==> config.mk <==
export PLATFORM = sky130hd
export DESIGN_NAME = weighted_sorted_stream_merge_top_flat
export DESIGN_NICKNAME = d
export VERILOG_FILES = /design/src/hdl/wssm_pkg.sv /design/src/hdl/wssm_req_if.sv /design/src/hdl/wssm_rsp_if.sv /design/src/hdl/wssm_csr_if.sv /design/src/hdl/wssm_ctrl.sv /design/src/hdl/wssm_datapath.sv /design/src/hdl/weighted_sorted_stream_merge_top.sv /design/src/flat_wrapper.sv
export SDC_FILE = /design/constraint.sdc
export NUM_CORES = 2
export LEC_CHECK = 0
export BUFFER_PORTS_ARGS = -buffer_cell sky130_fd_sc_hd__buf_2
export CAP_MARGIN = 20
export CORE_UTILIZATION = 25
export CTS_CLUSTER_SIZE = 20
export DETAILED_ROUTE_END_ITERATION = 10
export PLACE_DENSITY = 0.49
export SETUP_SLACK_MARGIN = 0.1
export SYNTH_ARGS = -nofsm -noshare
export SYNTH_HDL_FRONTEND = slang
export SYNTH_HIERARCHICAL = 1
export SYNTH_SLANG_ARGS = --single-unit
==> constraint.sdc <==
create_clock -name clock -period 15.4 [get_ports clock]
set_clock_uncertainty 0.1 [all_clocks]
set_input_delay 3.08 -clock clock [delete_from_list [all_inputs] [get_ports clock]]
set_output_delay 3.08 -clock clock [all_outputs]
set_load 0.01 [all_outputs]
==> src/hdl/wssm_pkg.sv <==
// Shared types and constants for the weighted sorted stream merge.
// Holds the controller state encoding and the command and status bundles.
// No dependencies.
`timescale 1ns / 1ps

package wssm_pkg;

   localparam int WORD_BITS     = 31;
   localparam int SRC_BITS      = 3;
   localparam int WEIGHT_BITS   = 24;
   localparam int USED_BITS     = 4;
   localparam int CSR_IDX_BITS  = 2;
   localparam int CSR_DATA_BITS = 24;

   // Register indexes on the configuration port.
   localparam logic [CSR_IDX_BITS-1:0] CSR_WEIGHT          = 2'd0;
   localparam logic [CSR_IDX_BITS-1:0] CSR_WEIGHTED_SOURCE = 2'd1;
   localparam logic [CSR_IDX_BITS-1:0] CSR_SOURCES_USED    = 2'd2;

   localparam logic [WEIGHT_BITS-1:0] WEIGHT_RESET = 24'd65536;
   localparam logic [SRC_BITS-1:0]    WSRC_RESET   = 3'd1;
   localparam logic [USED_BITS-1:0]   USED_RESET   = 4'd2;

   typedef enum logic [12:0] {
      S_IDLE    = 13'h0001,
      S_DECIDE  = 13'h0002,
      S_MUL_HI  = 13'h0004,
      S_MUL_LO  = 13'h0008,
      S_SCALE   = 13'h0010,
      S_INSERT  = 13'h0020,
      S_ADVANCE = 13'h0040,
      S_RD      = 13'h0080,
      S_CMP     = 13'h0100,
      S_POP     = 13'h0200,
      S_MV_RD   = 13'h0400,
      S_MV_WR   = 13'h0800,
      S_RESULT  = 13'h1000
   } ctrl_state_type;

   typedef struct packed {
      logic capture;
      logic ignore;
      logic mul_hi;
      logic mul_lo;
      logic scale;
      logic insert;
      logic advance;
      logic load_res;
      logic flush;
      logic rd_scan;
      logic scan;
      logic pop;
      logic rd_move;
      logic wr_move;
      logic out_load;
   } dp_cmd_type;

   typedef struct packed {
      logic done;
      logic match;
      logic insert_ok;
      logic weighted;
      logic waiting;
      logic load_last;
      logic live_zero;
      logic scan_more;
      logic move_needed;
      logic out_free;
   } dp_status_type;

endpackage

==> src/hdl/wssm_req_if.sv <==
// Input record channel with valid/ready handshake.
// Depends on wssm_pkg for field widths.
`timescale 1ns / 1ps

interface wssm_req_if #(
   parameter int VALUE_BITS = 48
);
   logic                               valid;
   logic                               ready;
   logic [wssm_pkg::WORD_BITS-1:0]     first_word;
   logic [wssm_pkg::WORD_BITS-1:0]     second_word;
   logic [VALUE_BITS-1:0]              count_value;
   logic [wssm_pkg::SRC_BITS-1:0]      source;
   logic                               source_ended;

   modport source_mp (output valid, first_word, second_word, count_value, source,
                      source_ended, input ready);
   modport sink (input valid, first_word, second_word, count_value, source,
                 source_ended, output ready);
endinterface

==> src/hdl/wssm_rsp_if.sv <==
// Result channel with valid/ready handshake.
// Depends on wssm_pkg for field widths.
`timescale 1ns / 1ps

interface wssm_rsp_if #(
   parameter int VALUE_BITS = 48
);
   logic                               valid;
   logic                               ready;
   logic                               emit;
   logic [wssm_pkg::WORD_BITS-1:0]     out_first_word;
   logic [wssm_pkg::WORD_BITS-1:0]     out_second_word;
   logic [VALUE_BITS-1:0]              out_value;
   logic [wssm_pkg::SRC_BITS-1:0]      next_source;
   logic                               merge_done;

   modport source_mp (output valid, emit, out_first_word, out_second_word, out_value,
                      next_source, merge_done, input ready);
   modport sink (input valid, emit, out_first_word, out_second_word, out_value,
                 next_source, merge_done, output ready);
endinterface

==> src/hdl/wssm_csr_if.sv <==
// Configuration write channel: register index and write data.
// Depends on wssm_pkg for field widths.
`timescale 1ns / 1ps

interface wssm_csr_if;
   logic                                valid;
   logic                                ready;
   logic [wssm_pkg::CSR_IDX_BITS-1:0]   index;
   logic [wssm_pkg::CSR_DATA_BITS-1:0]  data;

   modport source_mp (output valid, index, data, input ready);
   modport sink (input valid, index, data, output ready);
endinterface

==> src/hdl/wssm_ctrl.sv <==
// Controller state machine of the merge: sequences one input item through
// decode, scaling, insertion, head scan, pop and result. Depends on wssm_pkg.
`timescale 1ns / 1ps

module wssm_ctrl (
   input  logic                    clock,
   input  logic                    reset,
   input  logic                    req_valid,
   output logic                    req_ready,
   input  wssm_pkg::dp_status_type status,
   output wssm_pkg::dp_cmd_type    cmd
);

   wssm_pkg::ctrl_state_type state_ff, state_in;

   always_ff @(posedge clock) begin
      if (reset) begin
         state_ff <= wssm_pkg::S_IDLE;
      end else begin
         state_ff <= state_in;
      end
   end

   always_comb begin
      state_in  = state_ff;
      cmd       = '0;
      req_ready = 1'b0;
      case (state_ff)
         wssm_pkg::S_IDLE: begin
            req_ready = 1'b1;
            if (req_valid) begin
               cmd.capture = 1'b1;
               state_in    = wssm_pkg::S_DECIDE;
            end
         end
         wssm_pkg::S_DECIDE: begin
            if (status.done || !status.match) begin
               cmd.ignore = 1'b1;
               state_in   = wssm_pkg::S_RESULT;
            end else if (status.insert_ok && status.weighted) begin
               state_in = wssm_pkg::S_MUL_HI;
            end else if (status.insert_ok) begin
               state_in = wssm_pkg::S_INSERT;
            end else begin
               state_in = wssm_pkg::S_ADVANCE;
            end
         end
         wssm_pkg::S_MUL_HI: begin
            cmd.mul_hi = 1'b1;
            state_in   = wssm_pkg::S_MUL_LO;
         end
         wssm_pkg::S_MUL_LO: begin
            cmd.mul_lo = 1'b1;
            state_in   = wssm_pkg::S_SCALE;
         end
         wssm_pkg::S_SCALE: begin
            cmd.scale = 1'b1;
            state_in  = wssm_pkg::S_INSERT;
         end
         wssm_pkg::S_INSERT: begin
            cmd.insert = 1'b1;
            state_in   = wssm_pkg::S_ADVANCE;
         end
         wssm_pkg::S_ADVANCE: begin
            cmd.advance = 1'b1;
            if (!status.waiting && !status.load_last) begin
               cmd.load_res = 1'b1;
               state_in     = wssm_pkg::S_RESULT;
            end else if (status.live_zero) begin
               cmd.flush = 1'b1;
               state_in  = wssm_pkg::S_RESULT;
            end else begin
               state_in = wssm_pkg::S_RD;
            end
         end
         wssm_pkg::S_RD: begin
            cmd.rd_scan = 1'b1;
            state_in    = wssm_pkg::S_CMP;
         end
         wssm_pkg::S_CMP: begin
            cmd.scan = 1'b1;
            state_in = status.scan_more ? wssm_pkg::S_RD : wssm_pkg::S_POP;
         end
         wssm_pkg::S_POP: begin
            cmd.pop  = 1'b1;
            state_in = status.move_needed ? wssm_pkg::S_MV_RD : wssm_pkg::S_RESULT;
         end
         wssm_pkg::S_MV_RD: begin
            cmd.rd_move = 1'b1;
            state_in    = wssm_pkg::S_MV_WR;
         end
         wssm_pkg::S_MV_WR: begin
            cmd.wr_move = 1'b1;
            state_in    = wssm_pkg::S_RESULT;
         end
         wssm_pkg::S_RESULT: begin
            if (status.out_free) begin
               cmd.out_load = 1'b1;
               state_in     = wssm_pkg::S_IDLE;
            end
         end
         default: begin
            state_in = wssm_pkg::S_IDLE;
         end
      endcase
   end

endmodule

==> src/hdl/wssm_datapath.sv <==
// Datapath of the merge: configuration registers, head slot memory, weight
// multiplier, accumulator and result register. Depends on wssm_pkg.
`timescale 1ns / 1ps

module wssm_datapath #(
   parameter int SOURCES    = 2,
   parameter int VALUE_BITS = 48
) (
   input  logic                                clock,
   input  logic                                reset,
   input  wssm_pkg::dp_cmd_type                cmd,
   output wssm_pkg::dp_status_type             status,
   // input record
   input  logic [wssm_pkg::WORD_BITS-1:0]      in_first_word,
   input  logic [wssm_pkg::WORD_BITS-1:0]      in_second_word,
   input  logic [VALUE_BITS-1:0]               in_count_value,
   input  logic [wssm_pkg::SRC_BITS-1:0]       in_source,
   input  logic                                in_source_ended,
   // configuration writes
   input  logic                                csr_valid,
   output logic                                csr_ready,
   input  logic [wssm_pkg::CSR_IDX_BITS-1:0]   csr_index,
   input  logic [wssm_pkg::CSR_DATA_BITS-1:0]  csr_data,
   // result
   output logic                                rsp_valid,
   input  logic                                rsp_ready,
   output logic                                rsp_emit,
   output logic [wssm_pkg::WORD_BITS-1:0]      rsp_first_word,
   output logic [wssm_pkg::WORD_BITS-1:0]      rsp_second_word,
   output logic [VALUE_BITS-1:0]               rsp_value,
   output logic [wssm_pkg::SRC_BITS-1:0]       rsp_next_source,
   output logic                                rsp_merge_done
);

   localparam int WB = wssm_pkg::WORD_BITS;
   localparam int SB = wssm_pkg::SRC_BITS;
   localparam int CW = $clog2(SOURCES + 1);
   localparam int AW = $clog2(SOURCES);
   localparam int EW = 2 * WB + VALUE_BITS + SB;
   localparam int PW = 32 + wssm_pkg::WEIGHT_BITS;

   localparam logic [VALUE_BITS-1:0] VMAX   = {VALUE_BITS{1'b1}};
   localparam logic [64:0]           VMAX65 = 65'(VMAX);

   // configuration
   logic [wssm_pkg::WEIGHT_BITS-1:0] weight_ff;
   logic [SB-1:0]                    wsrc_ff;
   logic [wssm_pkg::USED_BITS-1:0]   used_ff;

   // captured input item
   logic [WB-1:0]         in_fw_ff, in_sw_ff;
   logic [VALUE_BITS-1:0] in_val_ff;
   logic [SB-1:0]         in_src_ff;
   logic                  in_end_ff;

   // merge control state
   logic [CW-1:0] n_ff, load_ff, live_ff;
   logic          waiting_ff, done_ff;
   logic [SB-1:0] pend_ff;

   // accumulator
   logic [WB-1:0]         acc_fw_ff, acc_sw_ff;
   logic [VALUE_BITS-1:0] acc_val_ff;
   logic                  acc_valid_ff;

   // scaling
   logic [PW-1:0]         ph_ff, pl_ff;
   logic [VALUE_BITS-1:0] ins_val_ff;

   // head slots and scan
   logic [EW-1:0]         slot_mem [SOURCES];
   logic [EW-1:0]         rd_ff;
   logic [AW-1:0]         idx_ff, best_slot_ff;
   logic [WB-1:0]         best_fw_ff, best_sw_ff;
   logic [VALUE_BITS-1:0] best_val_ff;
   logic [SB-1:0]         best_ord_ff;

   // staged result
   logic                  res_emit_ff, res_done_ff;
   logic [WB-1:0]         res_fw_ff, res_sw_ff;
   logic [VALUE_BITS-1:0] res_val_ff;
   logic [SB-1:0]         res_next_ff;

   // output register
   logic                  out_valid_ff, out_emit_ff, out_done_ff;
   logic [WB-1:0]         out_fw_ff, out_sw_ff;
   logic [VALUE_BITS-1:0] out_val_ff;
   logic [SB-1:0]         out_next_ff;

   logic [SB-1:0]         expected;
   logic [63:0]           v64;
   logic [63:0]           hi64;
   logic [64:0]           sum65;
   logic [VALUE_BITS-1:0] scaled;
   logic [WB-1:0]         rd_fw, rd_sw;
   logic [VALUE_BITS-1:0] rd_val;
   logic [SB-1:0]         rd_ord;
   logic                  rd_before;
   logic [AW-1:0]         rd_addr;
   logic [VALUE_BITS:0]   acc_sum;
   logic [VALUE_BITS-1:0] acc_sat;
   logic                  key_hit;
   logic [CW-1:0]         n_sample;

   assign csr_ready = 1'b1;

   assign expected = waiting_ff ? pend_ff : SB'(load_ff);
   assign v64      = 64'(in_val_ff);
   assign {rd_fw, rd_sw, rd_val, rd_ord} = rd_ff;

   // The product was split at bit 32 of the value; recombine and saturate.
   assign hi64   = {ph_ff[47:0], 16'b0};
   assign sum65  = {1'b0, hi64} + 65'(pl_ff[PW-1:16]);
   assign scaled = ((ph_ff[PW-1:48] != '0) || (sum65 > VMAX65)) ? VMAX
                                                                 : VALUE_BITS'(sum65);

   // Ties on the key go to the lower source index.
   always_comb begin
      if (rd_fw != best_fw_ff) begin
         rd_before = rd_fw < best_fw_ff;
      end else if (rd_sw != best_sw_ff) begin
         rd_before = rd_sw < best_sw_ff;
      end else begin
         rd_before = rd_ord < best_ord_ff;
      end
   end

   assign rd_addr = cmd.rd_move ? live_ff[AW-1:0] : idx_ff;
   assign acc_sum = {1'b0, acc_val_ff} + {1'b0, best_val_ff};
   assign acc_sat = acc_sum[VALUE_BITS] ? VMAX : acc_sum[VALUE_BITS-1:0];
   assign key_hit = acc_valid_ff && (acc_fw_ff == best_fw_ff) && (acc_sw_ff == best_sw_ff);

   always_comb begin
      if (used_ff == '0) begin
         n_sample = CW'(1);
      end else if ({1'b0, used_ff} > (wssm_pkg::USED_BITS + 1)'(SOURCES)) begin
         n_sample = CW'(SOURCES);
      end else begin
         n_sample = CW'(used_ff);
      end
   end

   always_comb begin
      status             = '0;
      status.done        = done_ff;
      status.match       = in_src_ff == expected;
      status.insert_ok   = !in_end_ff && (live_ff < CW'(SOURCES));
      status.weighted    = in_src_ff == wsrc_ff;
      status.waiting     = waiting_ff;
      status.load_last   = (load_ff + CW'(1)) >= n_ff;
      status.live_zero   = live_ff == '0;
      status.scan_more   = (CW'(idx_ff) + CW'(1)) < live_ff;
      status.move_needed = CW'(best_slot_ff) != (live_ff - CW'(1));
      status.out_free    = !out_valid_ff || rsp_ready;
   end

   // Configuration registers.
   always_ff @(posedge clock) begin
      if (reset) begin
         weight_ff <= wssm_pkg::WEIGHT_RESET;
         wsrc_ff   <= wssm_pkg::WSRC_RESET;
         used_ff   <= wssm_pkg::USED_RESET;
      end else if (csr_valid) begin
         case (csr_index)
            wssm_pkg::CSR_WEIGHT:          weight_ff <= csr_data;
            wssm_pkg::CSR_WEIGHTED_SOURCE: wsrc_ff   <= csr_data[SB-1:0];
            wssm_pkg::CSR_SOURCES_USED:    used_ff   <= csr_data[wssm_pkg::USED_BITS-1:0];
            default: ;
         endcase
      end
   end

   // Head slot memory, one write and one registered read per cycle.
   always_ff @(posedge clock) begin
      if (cmd.insert) begin
         slot_mem[live_ff[AW-1:0]] <= {in_fw_ff, in_sw_ff,
                                       status.weighted ? ins_val_ff : in_val_ff, in_src_ff};
      end else if (cmd.wr_move) begin
         slot_mem[best_slot_ff] <= rd_ff;
      end
      rd_ff <= slot_mem[rd_addr];
   end

   // Payload registers without reset.
   always_ff @(posedge clock) begin
      if (cmd.capture) begin
         in_fw_ff  <= in_first_word;
         in_sw_ff  <= in_second_word;
         in_val_ff <= in_count_value;
         in_src_ff <= in_source;
         in_end_ff <= in_source_ended;
      end
      if (cmd.mul_hi) begin
         ph_ff <= PW'(v64[63:32]) * PW'(weight_ff);
      end
      if (cmd.mul_lo) begin
         pl_ff <= PW'(v64[31:0]) * PW'(weight_ff);
      end
      if (cmd.scale) begin
         ins_val_ff <= scaled;
      end
      if (cmd.scan && ((idx_ff == '0) || rd_before)) begin
         best_fw_ff   <= rd_fw;
         best_sw_ff   <= rd_sw;
         best_val_ff  <= rd_val;
         best_ord_ff  <= rd_ord;
         best_slot_ff <= idx_ff;
      end
      if (cmd.advance) begin
         idx_ff <= '0;
      end else if (cmd.scan && status.scan_more) begin
         idx_ff <= idx_ff + AW'(1);
      end
      if (cmd.ignore) begin
         res_emit_ff <= 1'b0;
         res_fw_ff   <= '0;
         res_sw_ff   <= '0;
         res_val_ff  <= '0;
         res_next_ff <= done_ff ? '0 : expected;
         res_done_ff <= done_ff;
      end else if (cmd.load_res) begin
         res_emit_ff <= 1'b0;
         res_fw_ff   <= '0;
         res_sw_ff   <= '0;
         res_val_ff  <= '0;
         res_next_ff <= SB'(load_ff + CW'(1));
         res_done_ff <= 1'b0;
      end else if (cmd.flush) begin
         res_emit_ff <= acc_valid_ff;
         res_fw_ff   <= acc_valid_ff ? acc_fw_ff : '0;
         res_sw_ff   <= acc_valid_ff ? acc_sw_ff : '0;
         res_val_ff  <= acc_valid_ff ? acc_val_ff : '0;
         res_next_ff <= '0;
         res_done_ff <= 1'b1;
      end else if (cmd.pop) begin
         res_emit_ff <= !key_hit && acc_valid_ff;
         res_fw_ff   <= (!key_hit && acc_valid_ff) ? acc_fw_ff : '0;
         res_sw_ff   <= (!key_hit && acc_valid_ff) ? acc_sw_ff : '0;
         res_val_ff  <= (!key_hit && acc_valid_ff) ? acc_val_ff : '0;
         res_next_ff <= best_ord_ff;
         res_done_ff <= 1'b0;
      end
      if (cmd.out_load) begin
         out_emit_ff <= res_emit_ff;
         out_fw_ff   <= res_fw_ff;
         out_sw_ff   <= res_sw_ff;
         out_val_ff  <= res_val_ff;
         out_next_ff <= res_next_ff;
         out_done_ff <= res_done_ff;
      end
   end

   // Merge control state and accumulator.
   always_ff @(posedge clock) begin
      if (reset) begin
         n_ff         <= CW'(1);
         load_ff      <= '0;
         live_ff      <= '0;
         waiting_ff   <= 1'b0;
         done_ff      <= 1'b0;
         pend_ff      <= '0;
         acc_fw_ff    <= '0;
         acc_sw_ff    <= '0;
         acc_val_ff   <= '0;
         acc_valid_ff <= 1'b0;
         out_valid_ff <= 1'b0;
      end else begin
         // The source count is sampled until the first item is taken.
         if (cmd.capture && !done_ff && !waiting_ff && (load_ff == '0)) begin
            n_ff <= n_sample;
         end
         if (cmd.insert) begin
            live_ff <= live_ff + CW'(1);
         end else if (cmd.pop) begin
            live_ff <= live_ff - CW'(1);
         end
         if (cmd.advance) begin
            if (!waiting_ff) begin
               load_ff <= load_ff + CW'(1);
            end
            waiting_ff <= 1'b0;
         end else if (cmd.pop) begin
            waiting_ff <= 1'b1;
         end
         if (cmd.pop) begin
            pend_ff <= best_ord_ff;
            if (key_hit) begin
               acc_val_ff <= acc_sat;
            end else begin
               acc_fw_ff    <= best_fw_ff;
               acc_sw_ff    <= best_sw_ff;
               acc_val_ff   <= best_val_ff;
               acc_valid_ff <= 1'b1;
            end
         end
         if (cmd.flush) begin
            acc_valid_ff <= 1'b0;
            done_ff      <= 1'b1;
         end
         if (cmd.out_load) begin
            out_valid_ff <= 1'b1;
         end else if (rsp_ready) begin
            out_valid_ff <= 1'b0;
         end
      end
   end

   assign rsp_valid       = out_valid_ff;
   assign rsp_emit        = out_emit_ff;
   assign rsp_first_word  = out_fw_ff;
   assign rsp_second_word = out_sw_ff;
   assign rsp_value       = out_val_ff;
   assign rsp_next_source = out_next_ff;
   assign rsp_merge_done  = out_done_ff;

endmodule

==> src/hdl/weighted_sorted_stream_merge_top.sv <==
// An ignored item goes from decode straight to the result; an item that pops a head runs
// through advance, the head scan and the pop, with insertion and scaling where they apply.
// A new item is taken only once the last one has reached the output register. The scan of
// the head slots reads one slot at a time through the single read port of the slot memory.
// Reset is synchronous and active high; it clears the merge state and loads the
// register defaults. Head slots are not cleared and need no clearing pass.
`timescale 1ns / 1ps

module weighted_sorted_stream_merge_top #(
   parameter int SOURCES    = 2,
   parameter int VALUE_BITS = 48
) (
   input logic  clock,
   input logic  reset,
   wssm_req_if.sink      req_chan,
   wssm_rsp_if.source_mp rsp_chan,
   wssm_csr_if.sink      csr_chan
);

   wssm_pkg::dp_cmd_type    cmd;
   wssm_pkg::dp_status_type status;

   wssm_ctrl u_ctrl (
      .clock     (clock),
      .reset     (reset),
      .req_valid (req_chan.valid),
      .req_ready (req_chan.ready),
      .status    (status),
      .cmd       (cmd)
   );

   wssm_datapath #(
      .SOURCES    (SOURCES),
      .VALUE_BITS (VALUE_BITS)
   ) u_datapath (
      .clock           (clock),
      .reset           (reset),
      .cmd             (cmd),
      .status          (status),
      .in_first_word   (req_chan.first_word),
      .in_second_word  (req_chan.second_word),
      .in_count_value  (req_chan.count_value),
      .in_source       (req_chan.source),
      .in_source_ended (req_chan.source_ended),
      .csr_valid       (csr_chan.valid),
      .csr_ready       (csr_chan.ready),
      .csr_index       (csr_chan.index),
      .csr_data        (csr_chan.data),
      .rsp_valid       (rsp_chan.valid),
      .rsp_ready       (rsp_chan.ready),
      .rsp_emit        (rsp_chan.emit),
      .rsp_first_word  (rsp_chan.out_first_word),
      .rsp_second_word (rsp_chan.out_second_word),
      .rsp_value       (rsp_chan.out_value),
      .rsp_next_source (rsp_chan.next_source),
      .rsp_merge_done  (rsp_chan.merge_done)
   );

endmodule

==> src/flat_wrapper.sv <==
// flat-port wrapper written by rule: the top's interface ports become plain ports
module weighted_sorted_stream_merge_top_flat 
#(
   parameter int SOURCES    = 2,
   parameter int VALUE_BITS = 48
)
  (clock, reset, req_chan_valid, req_chan_first_word, req_chan_second_word, req_chan_count_value, req_chan_source, req_chan_source_ended, req_chan_ready, rsp_chan_valid, rsp_chan_emit, rsp_chan_out_first_word, rsp_chan_out_second_word, rsp_chan_out_value, rsp_chan_next_source, rsp_chan_merge_done, rsp_chan_ready, csr_chan_valid, csr_chan_index, csr_chan_data, csr_chan_ready);
  wssm_req_if #(.VALUE_BITS(VALUE_BITS)) req_chan_i ();
  wssm_rsp_if #(.VALUE_BITS(VALUE_BITS)) rsp_chan_i ();
  wssm_csr_if csr_chan_i ();
  input logic clock;
  input logic reset;
  input wire logic [$bits(req_chan_i.valid)-1:0] req_chan_valid;
  input wire logic [$bits(req_chan_i.first_word)-1:0] req_chan_first_word;
  input wire logic [$bits(req_chan_i.second_word)-1:0] req_chan_second_word;
  input wire logic [$bits(req_chan_i.count_value)-1:0] req_chan_count_value;
  input wire logic [$bits(req_chan_i.source)-1:0] req_chan_source;
  input wire logic [$bits(req_chan_i.source_ended)-1:0] req_chan_source_ended;
  output wire logic [$bits(req_chan_i.ready)-1:0] req_chan_ready;
  output wire logic [$bits(rsp_chan_i.valid)-1:0] rsp_chan_valid;
  output wire logic [$bits(rsp_chan_i.emit)-1:0] rsp_chan_emit;
  output wire logic [$bits(rsp_chan_i.out_first_word)-1:0] rsp_chan_out_first_word;
  output wire logic [$bits(rsp_chan_i.out_second_word)-1:0] rsp_chan_out_second_word;
  output wire logic [$bits(rsp_chan_i.out_value)-1:0] rsp_chan_out_value;
  output wire logic [$bits(rsp_chan_i.next_source)-1:0] rsp_chan_next_source;
  output wire logic [$bits(rsp_chan_i.merge_done)-1:0] rsp_chan_merge_done;
  input wire logic [$bits(rsp_chan_i.ready)-1:0] rsp_chan_ready;
  input wire logic [$bits(csr_chan_i.valid)-1:0] csr_chan_valid;
  input wire logic [$bits(csr_chan_i.index)-1:0] csr_chan_index;
  input wire logic [$bits(csr_chan_i.data)-1:0] csr_chan_data;
  output wire logic [$bits(csr_chan_i.ready)-1:0] csr_chan_ready;
  assign req_chan_i.valid = req_chan_valid;
  assign req_chan_i.first_word = req_chan_first_word;
  assign req_chan_i.second_word = req_chan_second_word;
  assign req_chan_i.count_value = req_chan_count_value;
  assign req_chan_i.source = req_chan_source;
  assign req_chan_i.source_ended = req_chan_source_ended;
  assign req_chan_ready = req_chan_i.ready;
  assign rsp_chan_valid = rsp_chan_i.valid;
  assign rsp_chan_emit = rsp_chan_i.emit;
  assign rsp_chan_out_first_word = rsp_chan_i.out_first_word;
  assign rsp_chan_out_second_word = rsp_chan_i.out_second_word;
  assign rsp_chan_out_value = rsp_chan_i.out_value;
  assign rsp_chan_next_source = rsp_chan_i.next_source;
  assign rsp_chan_merge_done = rsp_chan_i.merge_done;
  assign rsp_chan_i.ready = rsp_chan_ready;
  assign csr_chan_i.valid = csr_chan_valid;
  assign csr_chan_i.index = csr_chan_index;
  assign csr_chan_i.data = csr_chan_data;
  assign csr_chan_ready = csr_chan_i.ready;
  weighted_sorted_stream_merge_top #(.SOURCES(SOURCES), .VALUE_BITS(VALUE_BITS)) u_core (.clock(clock), .reset(reset), .req_chan(req_chan_i), .rsp_chan(rsp_chan_i), .csr_chan(csr_chan_i));
endmodule
==> flow_metrics.env <==
export IMPL_path_max_fanout=29
export IMPL_dp_slack_ps=7030
export IMPL_max_vdd_ir_drop_mv=0.103
export IMPL_clkLatencyLatePin_ps=780
export IMPL_clk_pin_slew_ps=80
export IMPL_io_pins=263
export IMPL_setup_violations=0
export IMPL_relSlewSlack_pct=19.9
export IMPL_status="finished clean"
export IMPL_start_util_pct=25.1
export IMPL_placed_area_um2=86000
export IMPL_critPathKind="flop to flop"
export IMPL_cp_end_kind="flop"
export IMPL_min_from="u_core/u_datapath/res_val_ff[31]"
export IMPL_fin_crit_ps=8400
export IMPL_yosysSeqAreaShare_pct=36.2
export IMPL_tns_ps=0
export IMPL_holdPathStages=0
export IMPL_hold_buffers=0
export IMPL_period_share_pct=54.6
export IMPL_cts_setup_buffers=0
export IMPL_area_growth_pct=12.9
export IMPL_ys_ff_latch=1092
export IMPL_cts_resized=0
export IMPL_antenna_found_initial=36
export IMPL_hp_class="flop to flop"
export IMPL_synth_enable_flop_cells=701
export IMPL_crit_reg2reg_capture="u_core/u_datapath/pl_ff[55]"
export IMPL_worst_slack_ps=7000
export IMPL_power_density_nw_per_um2=92.9
export IMPL_ant_nets=0
export IMPL_coreArea_um2=318000
export IMPL_async_reset_ff_share_pct=0
export IMPL_dr_total_vias=53200
export IMPL_grt_max_degree=164
export IMPL_gp_congestion=0.863
export IMPL_layout_commonest_cell="inv_1"
export IMPL_grt_setup_unrepaired="no"
export IMPL_cts_tree="built"
export IMPL_avgSynthCellArea_um2=10.7
export IMPL_required_ps=15780
export IMPL_dpl_hpwl_um=171000
export IMPL_timing_rr_start="u_core/u_datapath/weight_ff[4]"
export IMPL_drt_total_wl_um=232000
export IMPL_dr_pass1_iters=7
export IMPL_fin_area_um2=90100
export IMPL_ys_warn_count=6
export IMPL_grt_overflow=0
export IMPL_clkSinkCount=1092
export IMPL_syn_inst=7468
export IMPL_worst_pin_slew_ps=1200
export IMPL_track_usage_pct=14.4
export IMPL_grt_pass1_vias=56800
export IMPL_worst_r2r_path_depth=25
export IMPL_detail_route_wl_per_cell_um=19.6
export IMPL_grt_pass1_wl_um=356000
export IMPL_startpoint_type="flop"
export IMPL_cts_buffers=118
export IMPL_synthDistinctLibCells=92
export IMPL_cap_violations=0
export IMPL_die_h_um=567
export IMPL_io_buffer_count=261
export IMPL_nNetsFinal=9127
export IMPL_drt_iter0_drc=3540
export IMPL_synth_main_ff_cell="edfxtp_1"
export IMPL_route_detailed_drc=0
export IMPL_r2r_slack_ps=7000
export IMPL_fmaxAchievable_ghz=0.119
export IMPL_slew_violations=0
export IMPL_die_area_um2=321000
export IMPL_synth_area_um2=79800
export IMPL_clk_path_buf_depth=3
export IMPL_viasPerCell=4.48
export IMPL_p_leak_nw=37.3
export IMPL_drive_above_1_share_pct=10.5
export IMPL_num_fill_cells=32800
export IMPL_fp_dieW_um=567
export IMPL_critPathArrivalTime_ps=8780
export IMPL_synthesis_nets=9010
export IMPL_finalHoldViolCount=0
export IMPL_cts_htree_levels=3
export IMPL_rows=207
export IMPL_final_cell_mix="inv_1 (1,158), nand2_1 (1,044), fa_1 (965)"
export IMPL_hold_end="u_core/u_datapath/rsp_value[31]"
export IMPL_clk_root_buffer_cell="clkbuf_16"
-- layer usage --
metal  routed length [µm]  track usage, %  vias up  part of all wire [%]
met5                  149               0        -                 0.064
met1               106000            19.5    27200                    46
met3                11400            1.98      296                   4.9
met4                 5730            3.53       24                   2.5
li1                     -               -    24300                     -
met2               109000            24.1     1321                    47
-- critical path, cell delays in order, from the launching register on --
cell and delay [ps]:
dfxtp_2 810, buf_4 570, nand2_1 140, fa_1 550
inv_1 60, fa_1 470, inv_1 50, fa_1 460
fa_1 540, inv_1 50, fa_1 500, fa_1 510
inv_1 60, fa_1 480, inv_1 40, ha_1 410
nand3_1 180, nor3_1 440, a21oi_1 110, and3_1 230
o31a_1 230, a31o_2 340, o31ai_2 200, nor3_1 110
o31a_1 300, xnor2_1 130
-- state kept, by name, summed over array words and instances (netlist names), 13 cells and up --
name                               cells
u_core/u_datapath/best_fw_ff          31
u_core/u_datapath/rd_ff              113
u_core/u_datapath/rsp_first_word      31
u_core/u_datapath/best_sw_ff          31
u_core/u_datapath/res_sw_ff           31
u_core/u_datapath/rsp_second_word     31
u_core/u_datapath/best_val_ff         48
u_core/u_datapath/in_sw_ff            31
u_core/u_datapath/acc_fw_ff           31
u_core/u_datapath/ph_ff               40
u_core/u_datapath/pl_ff               40
u_core/u_datapath/acc_sw_ff           31
u_core/u_datapath/res_val_ff          48
u_core/u_datapath/res_fw_ff           31
u_core/u_datapath/in_val_ff           48
u_core/u_datapath/rsp_value           48
u_core/u_datapath/ins_val_ff          48
u_core/u_ctrl/state_ff                13
u_core/u_datapath/weight_ff           24
u_core/u_datapath/slot_mem           226
u_core/u_datapath/in_fw_ff            31
u_core/u_datapath/acc_val_ff          48
-- how the worst max path moves through the flow --
stage,endpoint,from,depth (start not counted),slack (ps)
floorplan,u_core/u_datapath/rsp_emit,rsp_chan_ready,3,3470
global route,u_core/u_datapath/pl_ff[55],u_core/u_datapath/weight_ff[4],25,6610
detailed placement,u_core/u_datapath/pl_ff[54],u_core/u_datapath/weight_ff[4],26,7030
global placement,u_core/u_datapath/pl_ff[54],u_core/u_datapath/in_val_ff[11],24,7050
finish,u_core/u_datapath/pl_ff[55],u_core/u_datapath/weight_ff[4],25,7000
CTS,u_core/u_datapath/pl_ff[55],u_core/u_datapath/weight_ff[4],24,7020
-- synth_stat cells, types with 6 or more instances --
library cell / n / share of area (%)
nand4_1: 51 / 0.40
nand2_1: 1044 / 4.9
nor3b_1: 15 / 0.14
or3_1: 7 / 0.055
nand3_1: 48 / 0.30
xor2_1: 60 / 0.66
a21boi_0: 9 / 0.085
xnor2_1: 140 / 1.5
a22o_1: 114 / 1.3
or2_2: 7 / 0.055
dfxtp_1: 391 / 9.8
inv_1: 1159 / 5.5
nor2b_1: 45 / 0.35
mux2i_1: 60 / 0.75
a21o_1: 95 / 0.89
buf_2: 6 / 0.038
o21bai_1: 19 / 0.18
clkbuf_1: 363 / 1.7
o21ai_1: 11 / 0.069
o21a_1: 26 / 0.24
o21ai_0: 234 / 1.5
nor3_1: 37 / 0.23
and2_1: 521 / 4.1
ha_1: 432 / 6.8
a21oi_1: 259 / 1.6
and4_1: 9 / 0.099
nand2b_1: 59 / 0.46
nor4b_1: 6 / 0.066
o211ai_1: 18 / 0.17
mux2_2: 178 / 2.5
nor4_1: 13 / 0.10
nand3b_1: 10 / 0.094
nor2_1: 171 / 0.80
a221oi_1: 7 / 0.077
a211oi_1: 24 / 0.23
a31oi_1: 16 / 0.13
fa_1: 965 / 24
and3_1: 22 / 0.17
o22ai_1: 8 / 0.063
edfxtp_1: 701 / 26
-- metrics by stage --
step           utilization (%)  total power [W]  hold WS (ps)  std cells
2_1_floorplan                -          0.00482           300       7468
3_3_place_gp              27.0          0.00554           314      11600
6_report                  28.3          0.00837           312      11900
4_1_cts                   28.3          0.00848           303      11900
5_1_grt                   28.3          0.00885           324      11900
3_5_place_dp              27.0          0.00557           305      11600
-- layout make-up --
| type | instances | area [µm²] | share of cell area, % |
|---|---|---|---|
| inverter | 1159 | 4350 | 4.83 |
| clock buffer | 154 | 3280 | 3.64 |
| antenna | 6 | 15.0 | 0.0167 |
| clock inverter | 68 | 658 | 0.731 |
| tap | 4180 | 5230 | 5.81 |
| sequential | 1092 | 28900 | 32.1 |
| multi-input combinational | 4842 | 45300 | 50.2 |
| timing repair buffer | 372 | 2390 | 2.66 |
-- cell families (layout without fill, tap and decap cells) --
logic type / count (synthesis) / count (layout) / share of synthesized area, %
and+or+nand+nor: 2093 / 2093 / 12.7
buffers and inverters: 1534 / 1753 / 7.25
adders and majority gates: 1397 / 1397 / 31.0
DFF: 1092 / 1092 / 36.2
AOI/OAI and AO/OA: 913 / 913 / 7.39
muxes: 238 / 238 / 3.26
xor gates and xnor gates: 200 / 200 / 2.20
other: 1 / 7 / 0.00470
-- power breakdown --
part | leakage (nW) | total, W | switching [W] | internal, W
combinational | 26.0 | 0.00222 | 0.00139 | 0.000827
clock | 1.91 | 0.00286 | 0.00126 | 0.00160
sequential | 9.42 | 0.00329 | 0.0000578 | 0.00324
total | 37.3 | 0.00837 | 0.00271 | 0.00566
Note: power is estimated with default switching activity, not from simulation.
